--- src/design/bfa_pkg.sv ---
// Shared types, codes and constants of the bitmap first-free allocator.
`default_nettype none

package bfa_pkg;

	localparam int MAX_ENTRIES_DEF = 8192;
	localparam int NUM_W = 14;
	localparam int WORD_W = 32;

	localparam logic [NUM_W-1:0] ENTRY_COUNT_RST = 14'd8192;

	// request opcodes
	localparam logic CMD_ALLOC = 1'b0;
	localparam logic CMD_FREE = 1'b1;

	typedef enum logic [1:0] {
		ST_OK     = 2'd0,
		ST_FULL   = 2'd1,
		ST_RANGE  = 2'd2,
		ST_DOUBLE = 2'd3
	} status_t;

	typedef logic [NUM_W-1:0] num_t;

	// controller -> datapath
	typedef struct packed {
		logic    clr_wr;
		logic    start_alloc;
		logic    start_free;
		logic    scan;
		logic    commit_alloc;
		logic    commit_free;
		logic    set_res;
		status_t res_status;
		logic    load_out;
	} bfa_cmd_t;

	// datapath -> controller
	typedef struct packed {
		logic clr_last;
		logic none_active;
		logic range_bad;
		logic rd_valid;
		logic last_word;
		logic found;
		logic mark_set;
	} bfa_sts_t;

endpackage

`default_nettype wire

--- src/design/bfa_ctrl.sv ---
// Allocator controller: clearing pass, request sequencing and response handshake.
`default_nettype none

module bfa_ctrl (
	input  wire logic              clk,
	input  wire logic              arst_n,
	input  wire logic              req_valid,
	output logic                   req_ready,
	input  wire logic              req_cmd,
	output logic                   rsp_valid,
	input  wire logic              rsp_ready,
	input  wire bfa_pkg::bfa_sts_t sts,
	output bfa_pkg::bfa_cmd_t      cmd
);

	typedef enum logic [2:0] {
		S_CLEAR,
		S_IDLE,
		S_ALLOC,
		S_FREE_RD,
		S_FREE_CHK,
		S_DONE
	} state_t;

	state_t state_q;
	state_t state_d;
	logic   out_valid_q;

	always_comb begin
		cmd = '0;
		state_d = state_q;
		req_ready = (state_q == S_IDLE);
		unique case (state_q)
			S_CLEAR: begin
				cmd.clr_wr = 1'b1;
				if (sts.clr_last) begin
					state_d = S_IDLE;
				end
			end
			S_IDLE: begin
				if (req_valid) begin
					if (req_cmd == bfa_pkg::CMD_ALLOC) begin
						if (sts.none_active) begin
							cmd.set_res = 1'b1;
							cmd.res_status = bfa_pkg::ST_FULL;
							state_d = S_DONE;
						end else begin
							cmd.start_alloc = 1'b1;
							state_d = S_ALLOC;
						end
					end else if (sts.range_bad) begin
						cmd.set_res = 1'b1;
						cmd.res_status = bfa_pkg::ST_RANGE;
						state_d = S_DONE;
					end else begin
						cmd.start_free = 1'b1;
						state_d = S_FREE_RD;
					end
				end
			end
			S_ALLOC: begin
				cmd.scan = 1'b1;
				if (sts.found) begin
					cmd.commit_alloc = 1'b1;
					state_d = S_DONE;
				end else if (sts.rd_valid && sts.last_word) begin
					cmd.set_res = 1'b1;
					cmd.res_status = bfa_pkg::ST_FULL;
					state_d = S_DONE;
				end
			end
			S_FREE_RD: begin
				state_d = S_FREE_CHK;
			end
			S_FREE_CHK: begin
				if (sts.mark_set) begin
					cmd.commit_free = 1'b1;
				end else begin
					cmd.set_res = 1'b1;
					cmd.res_status = bfa_pkg::ST_DOUBLE;
				end
				state_d = S_DONE;
			end
			S_DONE: begin
				// move into the output register once it is free
				if (!out_valid_q || rsp_ready) begin
					cmd.load_out = 1'b1;
					state_d = S_IDLE;
				end
			end
			default: begin
				state_d = S_IDLE;
			end
		endcase
	end

	always_ff @(posedge clk or negedge arst_n) begin
		if (!arst_n) begin
			state_q <= S_CLEAR;
			out_valid_q <= 1'b0;
		end else begin
			state_q <= state_d;
			out_valid_q <= cmd.load_out || (out_valid_q && !rsp_ready);
		end
	end

	assign rsp_valid = out_valid_q;

	a_busy_after_accept: assert property (@(posedge clk) disable iff (!arst_n)
		(req_valid && req_ready) |=> !req_ready)
		else $error("request accepted while previous request in flight");

	a_alloc_needs_free_bit: assert property (@(posedge clk) disable iff (!arst_n)
		cmd.commit_alloc |-> sts.found)
		else $error("allocation committed without a free mark");

	a_free_needs_set_mark: assert property (@(posedge clk) disable iff (!arst_n)
		cmd.commit_free |-> sts.mark_set)
		else $error("free committed on a clear mark");

endmodule

`default_nettype wire

--- config.mk ---
export PLATFORM = sky130hd
export DESIGN_NAME = bfa_ctrl
export DESIGN_NICKNAME = d
export VERILOG_FILES = /design/src/design/bfa_pkg.sv /design/src/design/bfa_ctrl.sv
export SDC_FILE = /design/constraint.sdc
export NUM_CORES = 1
export LEC_CHECK = 0
export ABC_AREA = 1
export BUFFER_PORTS_ARGS = -buffer_cell sky130_fd_sc_hd__buf_2
export CAP_MARGIN = 40
export CORE_AREA = 2 2 39 41
export DETAILED_ROUTE_END_ITERATION = 12
export DIE_AREA = 0 0 41 43
export GPL_ROUTABILITY_DRIVEN = 1
export GPL_TIMING_DRIVEN = 0
export SLEW_MARGIN = 10
export SYNTH_ARGS = -nofsm -noshare
export SYNTH_HDL_FRONTEND = slang
export SYNTH_SLANG_ARGS = --single-unit
export TNS_END_PERCENT = 20
--- constraint.sdc ---
create_clock -name clk -period 2.4 [get_ports clk]
set_input_delay 0.12 -clock clk [delete_from_list [all_inputs] [get_ports clk]]
set_output_delay 0.12 -clock clk [all_outputs]
set_load 0.01 [all_outputs]
==> results of run 1 <==
==> area by class of cell <==
class	count	area [sq um]	area share, %
Tap cell	16	20.0	3.38
Timing Repair Buffer	24	125	21.1
Sequential cell	4	100	16.9
Clock buffer	3	22.5	3.80
Multi-Input combinational cell	53	277	46.6
Inverter	10	37.5	6.33
Buffer	1	11.3	1.90
==> registers in the layout, indices dropped and copies added (netlist names) <==
name and flops:
rsp_valid 1, state_q 3
==> worst max-delay path: stages (launching register included) <==
cell,delay (ps)
sky130_fd_sc_hd__dfrtp_1,440
sky130_fd_sc_hd__inv_2,160
sky130_fd_sc_hd__nand2_2,80
sky130_fd_sc_hd__nor2_4,120
sky130_fd_sc_hd__nand2_2,90
sky130_fd_sc_hd__o211ai_1,170
sky130_fd_sc_hd__buf_2,160
==> worst max-delay path by stage <==
stage	to	slack (ps)
finish	cmd[1]	830
CTS	cmd[1]	810
detailed placement	cmd[1]	1070
floorplan	cmd[1]	1180
global route	cmd[3]	740
global placement	cmd[3]	1060
==> timing repair <==
action                     CTS  global route
setup endpoints to repair    0             0
gates resized for setup      0             0
hold endpoints to repair     4             0
hold buffers                 1             0
==> metrics by stage <==
stage          setup slack [ps]  instance area, sq um
2_1_floorplan              1180                   425
5_1_grt                     736                   593
4_1_cts                     811                   593
6_report                    829                   593
3_3_place_gp               1060                   561
3_5_place_dp               1070                   561
==> power by group through the flow <==
stage	registers, mW	logic [mW]	clock network (mW)
global placement	0.133	0.383	0
global route	0.138	0.432	0.0924
detailed placement	0.133	0.378	0
CTS	0.133	0.381	0.0885
floorplan	0.131	0.273	0
finish	0.132	0.378	0.0855
==> layout by cell type (no fill, tap or decap) <==
| cell | n |
|---|---|
| sky130_fd_sc_hd__nand3_1 | 10 |
| sky130_fd_sc_hd__nand3_2 | 1 |
| sky130_fd_sc_hd__nor2_1 | 8 |
| sky130_fd_sc_hd__dlygate4sd3_1 | 1 |
| sky130_fd_sc_hd__a21oi_1 | 1 |
| sky130_fd_sc_hd__nand2_1 | 15 |
| sky130_fd_sc_hd__dfrtp_1 | 4 |
| sky130_fd_sc_hd__o21ai_1 | 1 |
| sky130_fd_sc_hd__or2_2 | 1 |
| sky130_fd_sc_hd__inv_1 | 7 |
| sky130_fd_sc_hd__nor3_2 | 1 |
| sky130_fd_sc_hd__inv_2 | 3 |
| sky130_fd_sc_hd__o211ai_1 | 2 |
| sky130_fd_sc_hd__buf_6 | 1 |
| sky130_fd_sc_hd__nor2_4 | 1 |
| sky130_fd_sc_hd__nor2_2 | 6 |
| sky130_fd_sc_hd__buf_2 | 23 |
| sky130_fd_sc_hd__clkbuf_4 | 3 |
| sky130_fd_sc_hd__nand4_1 | 1 |
| sky130_fd_sc_hd__nand2_2 | 2 |
| sky130_fd_sc_hd__nand3b_1 | 1 |
| sky130_fd_sc_hd__nor4_1 | 1 |
| sky130_fd_sc_hd__o21bai_1 | 1 |
==> cell families (layout without fill, tap and decap cells) <==
family          count (synthesis)  after routing  share of synthesized area (%)
simple gates                   48             48                           57.4
flops                           4              4                           23.5
buf+inv                        11             38                           11.5
compound gates                  5              5                           7.64
==> routing by layer <==
metal,GRT usage [%],vias up,routed length (um)
li1,-,275,-
met2,19.4,23,407
met3,4.71,2,80
met5,0,-,0
met4,4.00,0,11
met1,18.4,204,515
==> summary.md, run 1 <==
Run
* 0 — number of maximum-capacitance violations

Route
* 504 — via total after detailed routing
* 0 — count of antenna-violating nets left after detailed routing
* 4.54 — per-cell via count in the routed design
* 12 — detailed router's first-iteration violation count
* 4 — number of iterations in the first detailed-routing pass
* 0 — detailed-route DRC error count
* 1020 um — routed wire length
* 9.14 um — per-cell routed wire length

Pwr
* 49.4% — share of total power consumed by net switching
* 0.595 mW — Overall Power
* 0.301 mW — internal power summed over all cells
* 0.349 nW — P_leak
* 1000 nW/um^2 — power density over the cells
* 0.336 mV — worst vdd ir
* 22.2% — proportion of power drawn by flip-flops and latches
* 63.5% — combinational group share of total power
* 14.4% — portion of total power attributed to the clock network
* 0.294 mW — Psw

Finish
* 39.4% — area grow syn2layout
* 44.2% — fraction of final layout cells with drive strength greater than 1
* 42.9% — Util after Layout
* 146 — count of fill cells added during filler insertion
* 0 — number of diodes added for antenna fixing
* 109 — post-layout net count
* 111 — Non-Filler Instances

Synth
* 23.5% — top-area cell type share of the netlist area
* 80 — synthesized netlist net count
* 425 sq um — combined area of all synthesized cells
* 4 — total of flip-flops plus latches after synthesis
* sky130_fd_sc_hd__dfrtp_1 — most used flip-flop cell after synthesis
* 68 — number of instances in the synthesized netlist
* sky130_fd_sc_hd__dfrtp_1 — Yosys top cell by area
* 23.5% — share of synthesized area occupied by flip-flops and latches
* sky130_fd_sc_hd__nand2_1 (15), sky130_fd_sc_hd__nand3_1 (10), sky130_fd_sc_hd__nor2_1 (8), sky130_fd_sc_hd__inv_1 (7), sky130_fd_sc_hd__nor2_2 (6) — leading cell types by count after synthesis
* 6.26 sq um — average footprint of a synthesized cell
* 0 — number of synthesized flops with an enable pin
* 100% — FFs w/ async S/R, synth
* sky130_fd_sc_hd__dfrtp_1 (24%), sky130_fd_sc_hd__nand2_1 (13%), sky130_fd_sc_hd__nand3_1 (12%) — cell types occupying the most area after synthesis
* 0 — Yosys warning count
* 20 — Netlist cell types
* sky130_fd_sc_hd__nand2_1 — most numerous cell in the Yosys netlist

Die
* 30.7% — Initial Utilization
* 41 um — width of the die
* 1380 sq um — core region area
* 14 — Rows
* 24 — # IOs
* 1760 sq um — die area
* 43 um — y dimension of the die

Clocking
* 240 ps — Skew-Pair Late Insertion Delay
* 1 — H-tree depth reported by CTS
* 4 — clock sinks
* 2 — maximum buffer depth of the clock tree
* built — CTS tree
* 40 ps — clock transition at the registers of the reported paths
* 3 — number of CTS-inserted buffers
* 0 — post-CTS setup repair buffer count
* sky130_fd_sc_hd__clkbuf_4 — root cell of the clock tree

Min path
* rsp_ready — HP Start
* 4 — Worst Hold Path Cells
* primary input to register — min-delay worst type
* rsp_valid — hold endpoint

Setup path
* register — crit start category
* primary output — element type at the critical path end
* register to primary output — crit path kind
* 7 — cell count of the worst reg-to-reg path
* 1450 ps — data arrival time of the critical path
* 2280 ps — data required time of the critical path
* state_q[2] — Critical Path Source
* 1230 ps — r2r setup slk
* 9 — crit-path max FO
* state_q[0] — R2R Path End
* state_q[0] — r2r startpoint

Status
* completed — result of the run

Timing
* 65.5% — period utilization
* 78.3% — worst slew margin relative to its limit
* 637 MHz — Peak Freq
* 325 ps — Slew @ Worst Pin
* 0 ps — final sum of negative setup slack
* 2.14 ps — setup clock skew after layout
* 1570 ps — final period demand of the worst path
* 0 — final setup vio count
* 183 ps — Worst Hold Slack
* 0 — max-slew violations
* no — setup repair after global routing missed its margin
* 0 — Hold Vio Cnt, Final

Place
* 107 — Cell Count Post-Placement
* 23 — total of buffers placed on input and output ports
* 835 um — detailed placement HPWL
* 0.765 — routability congestion estimate

Global route
* 13.5% — overall routing resource usage
* 1640 um — first-pass GRT wire length
* 10 — pin count of the biggest net entering global routing
* 0 — Congestion Overflow GR
* 0 — number of antenna violations at the first check in global routing
* 426 — number of global-route vias before repair

Power figures use the tool's default switching activity.
==> run 2, diff against run 1 <==
==> constraint.sdc (replaced) <==
create_clock -name clk -period 1.5 [get_ports clk]
set_input_delay 0.075 -clock clk [delete_from_list [all_inputs] [get_ports clk]]
set_output_delay 0.075 -clock clk [all_outputs]
set_load 0.01 [all_outputs]
==> summary.md, run 2 (synthesis results as in run 1) <==
Status
* completed — result of the run

Clocking
* 40 ps — clock transition at the registers of the reported paths
* built — CTS tree
* 2 — maximum buffer depth of the clock tree
* sky130_fd_sc_hd__clkbuf_4 — root cell of the clock tree
* 4 — clock sinks
* 240 ps — Skew-Pair Late Insertion Delay
* 3 — number of CTS-inserted buffers
* 1 — H-tree depth reported by CTS

Finish
* 45.2% — Util after Layout
* sky130_fd_sc_hd__buf_2 — most frequent standard cell in the layout excluding fill and tap cells
* sky130_fd_sc_hd__buf_2 (23), sky130_fd_sc_hd__nand2_1 (15), sky130_fd_sc_hd__nand3_1 (10) — most frequent cells in the layout
* 103 sq um — combined flip-flop and latch cell area
* 47.1% — area grow syn2layout
* 282 sq um — area of combinational cells with multiple inputs
* 3 — max reg flops
* 0 — number of diodes added for antenna fixing
* 48.0% — fraction of final layout cells with drive strength greater than 1
* 146 — count of fill cells added during filler insertion
* state_q — Largest Register
* 112 — post-layout net count

Route
* 0 — detailed-route DRC error count
* 0 — count of antenna-violating nets left after detailed routing
* 1040 um — routed wire length
* 9.13 um — per-cell routed wire length
* 4 — number of iterations in the first detailed-routing pass
* 525 — via total after detailed routing
* 9 — detailed router's first-iteration violation count
* 4.61 — per-cell via count in the routed design

Place
* 23 — total of buffers placed on input and output ports
* 219 ps — post-place setup slack
* 0.765 — routability congestion estimate
* 835 um — detailed placement HPWL

Pwr
* 0.556 mV — worst vdd ir
* 0.362 nW — P_leak
* 1630 nW/um^2 — power density over the cells
* 1.02 mW — Overall Power

Setup path
* state_q[2] — r2r startpoint
* 8 — cell count of the worst reg-to-reg path
* state_q[0] — R2R Path End
* 450 ps — CP max stage delay
* inv_4 > nand2_4 > nor2_4 > nand2_2 > o211ai_1 > buf_2 — critical-path cell list
* 1370 ps — data arrival time of the critical path
* primary output — element type at the critical path end
* register — crit start category
* 1420 ps — data required time of the critical path
* 6 — crit-path max FO
* 260 ps — r2r setup slk
* register to primary output — crit path kind
* sky130_fd_sc_hd__dfrtp_2 — CP max stage cell

Global route
* 1720 um — first-pass GRT wire length
* 0 — number of antenna violations at the first check in global routing
* 444 — number of global-route vias before repair
* 0 — Congestion Overflow GR
* 14.0% — overall routing resource usage
* 10 — pin count of the biggest net entering global routing

Die
* 14 — Rows
* 1760 sq um — die area
* 43 um — y dimension of the die
* 41 um — width of the die
* 1380 sq um — core region area
* 24 — # IOs
* 30.7% — Initial Utilization

Timing
* 694 MHz — Peak Freq
* 198 ps — Slew @ Worst Pin
* 86.7% — worst slew margin relative to its limit
* 1440 ps — final period demand of the worst path
* 2.27 ps — setup clock skew after layout
* 96.1% — period utilization
* 58.8 ps — worst setup slack after layout
* 0 — final setup vio count
* 0 — Hold Vio Cnt, Final
* yes — setup repair after global routing missed its margin
* 0 — max-slew violations

Min path
* primary input to register — min-delay worst type
* rsp_valid — hold endpoint
* 4 — Worst Hold Path Cells
* rsp_ready — HP Start

Run
* 0 — number of maximum-capacitance violations

-- run 2: cell count changes in the layout (fill, tap and decap cells not counted) --
cell                      change
sky130_fd_sc_hd__nand2_2      -1
sky130_fd_sc_hd__inv_2        -1
sky130_fd_sc_hd__dfrtp_1      -2
sky130_fd_sc_hd__dfrtp_2      +2
sky130_fd_sc_hd__buf_4        +3
sky130_fd_sc_hd__inv_4        +1
sky130_fd_sc_hd__nand2_4      +1
-- run 2: where the power goes --
part	total (mW)	switching (mW)	internal, mW
clock	0.136	0.0464	0.0897
combinational	0.668	0.386	0.282
sequential	0.218	0.0591	0.159
-- run 2: cell type report --
type | instances | area share (%)
multi-input cells | 53 | 45.0
repair buffers | 27 | 23.6
flip-flops and latches | 4 | 16.4
inverters | 10 | 6.40
clock buffers | 3 | 3.60
well taps | 16 | 3.20
plain buffers | 1 | 1.80
-- run 2: critical path: cells and delay by family (launching register included) --
| kind | cells | cell delay (ps) |
|---|---|---|
| buffers and inverters | 2 | 270 |
| AND/OR/NAND/NOR | 3 | 250 |
| AO/OA/AOI/OAI | 1 | 170 |
| flip-flops | 1 | 450 |
-- run 2: worst max-delay path by stage --
| stage | from | to | slack, ps | cells past startpoint |
|---|---|---|---|---|
| finish | state_q[2] | cmd[1] | 60 | 6 |
| global route | state_q[2] | cmd[3] | -10 | 6 |
| CTS | state_q[2] | cmd[1] | 7 | 6 |
| detailed placement | state_q[2] | cmd[1] | 220 | 6 |
| global placement | state_q[2] | cmd[3] | 200 | 6 |
| floorplan | state_q[2] | cmd[1] | 320 | 5 |
-- run 2: stage by stage --
| stage | instance area (sq um) | hold WS (ps) | setup TNS [ps] | cells |
|---|---|---|---|---|
| after floorplan | 425 | -221 | 0 | 68 |
| after detailed placement | 561 | -119 | 0 | 107 |
| after global placement | 561 | -119 | 0 | 107 |
| after global routing | 626 | 164 | -20.7 | 114 |
| after CTS | 617 | 131 | 0 | 114 |
| final | 626 | 135 | 0 | 114 |
-- run 2: repair_timing --
action                                  in CTS  in global routing
cloned                                       0                  0
resized for setup                            1                  3
endpoints found under the setup margin       2                  2
setup buffers                                3                  0
endpoints found under the hold margin        4                  0
hold buffers                                 1                  0
-- run 2: layer usage --
layer	vias to the layer above	track usage, %	wire length, um
met4	0	4.00	11
li1	280	-	-
met5	-	0	0
met3	2	4.71	82
met1	220	19.4	520
met2	23	20.0	427
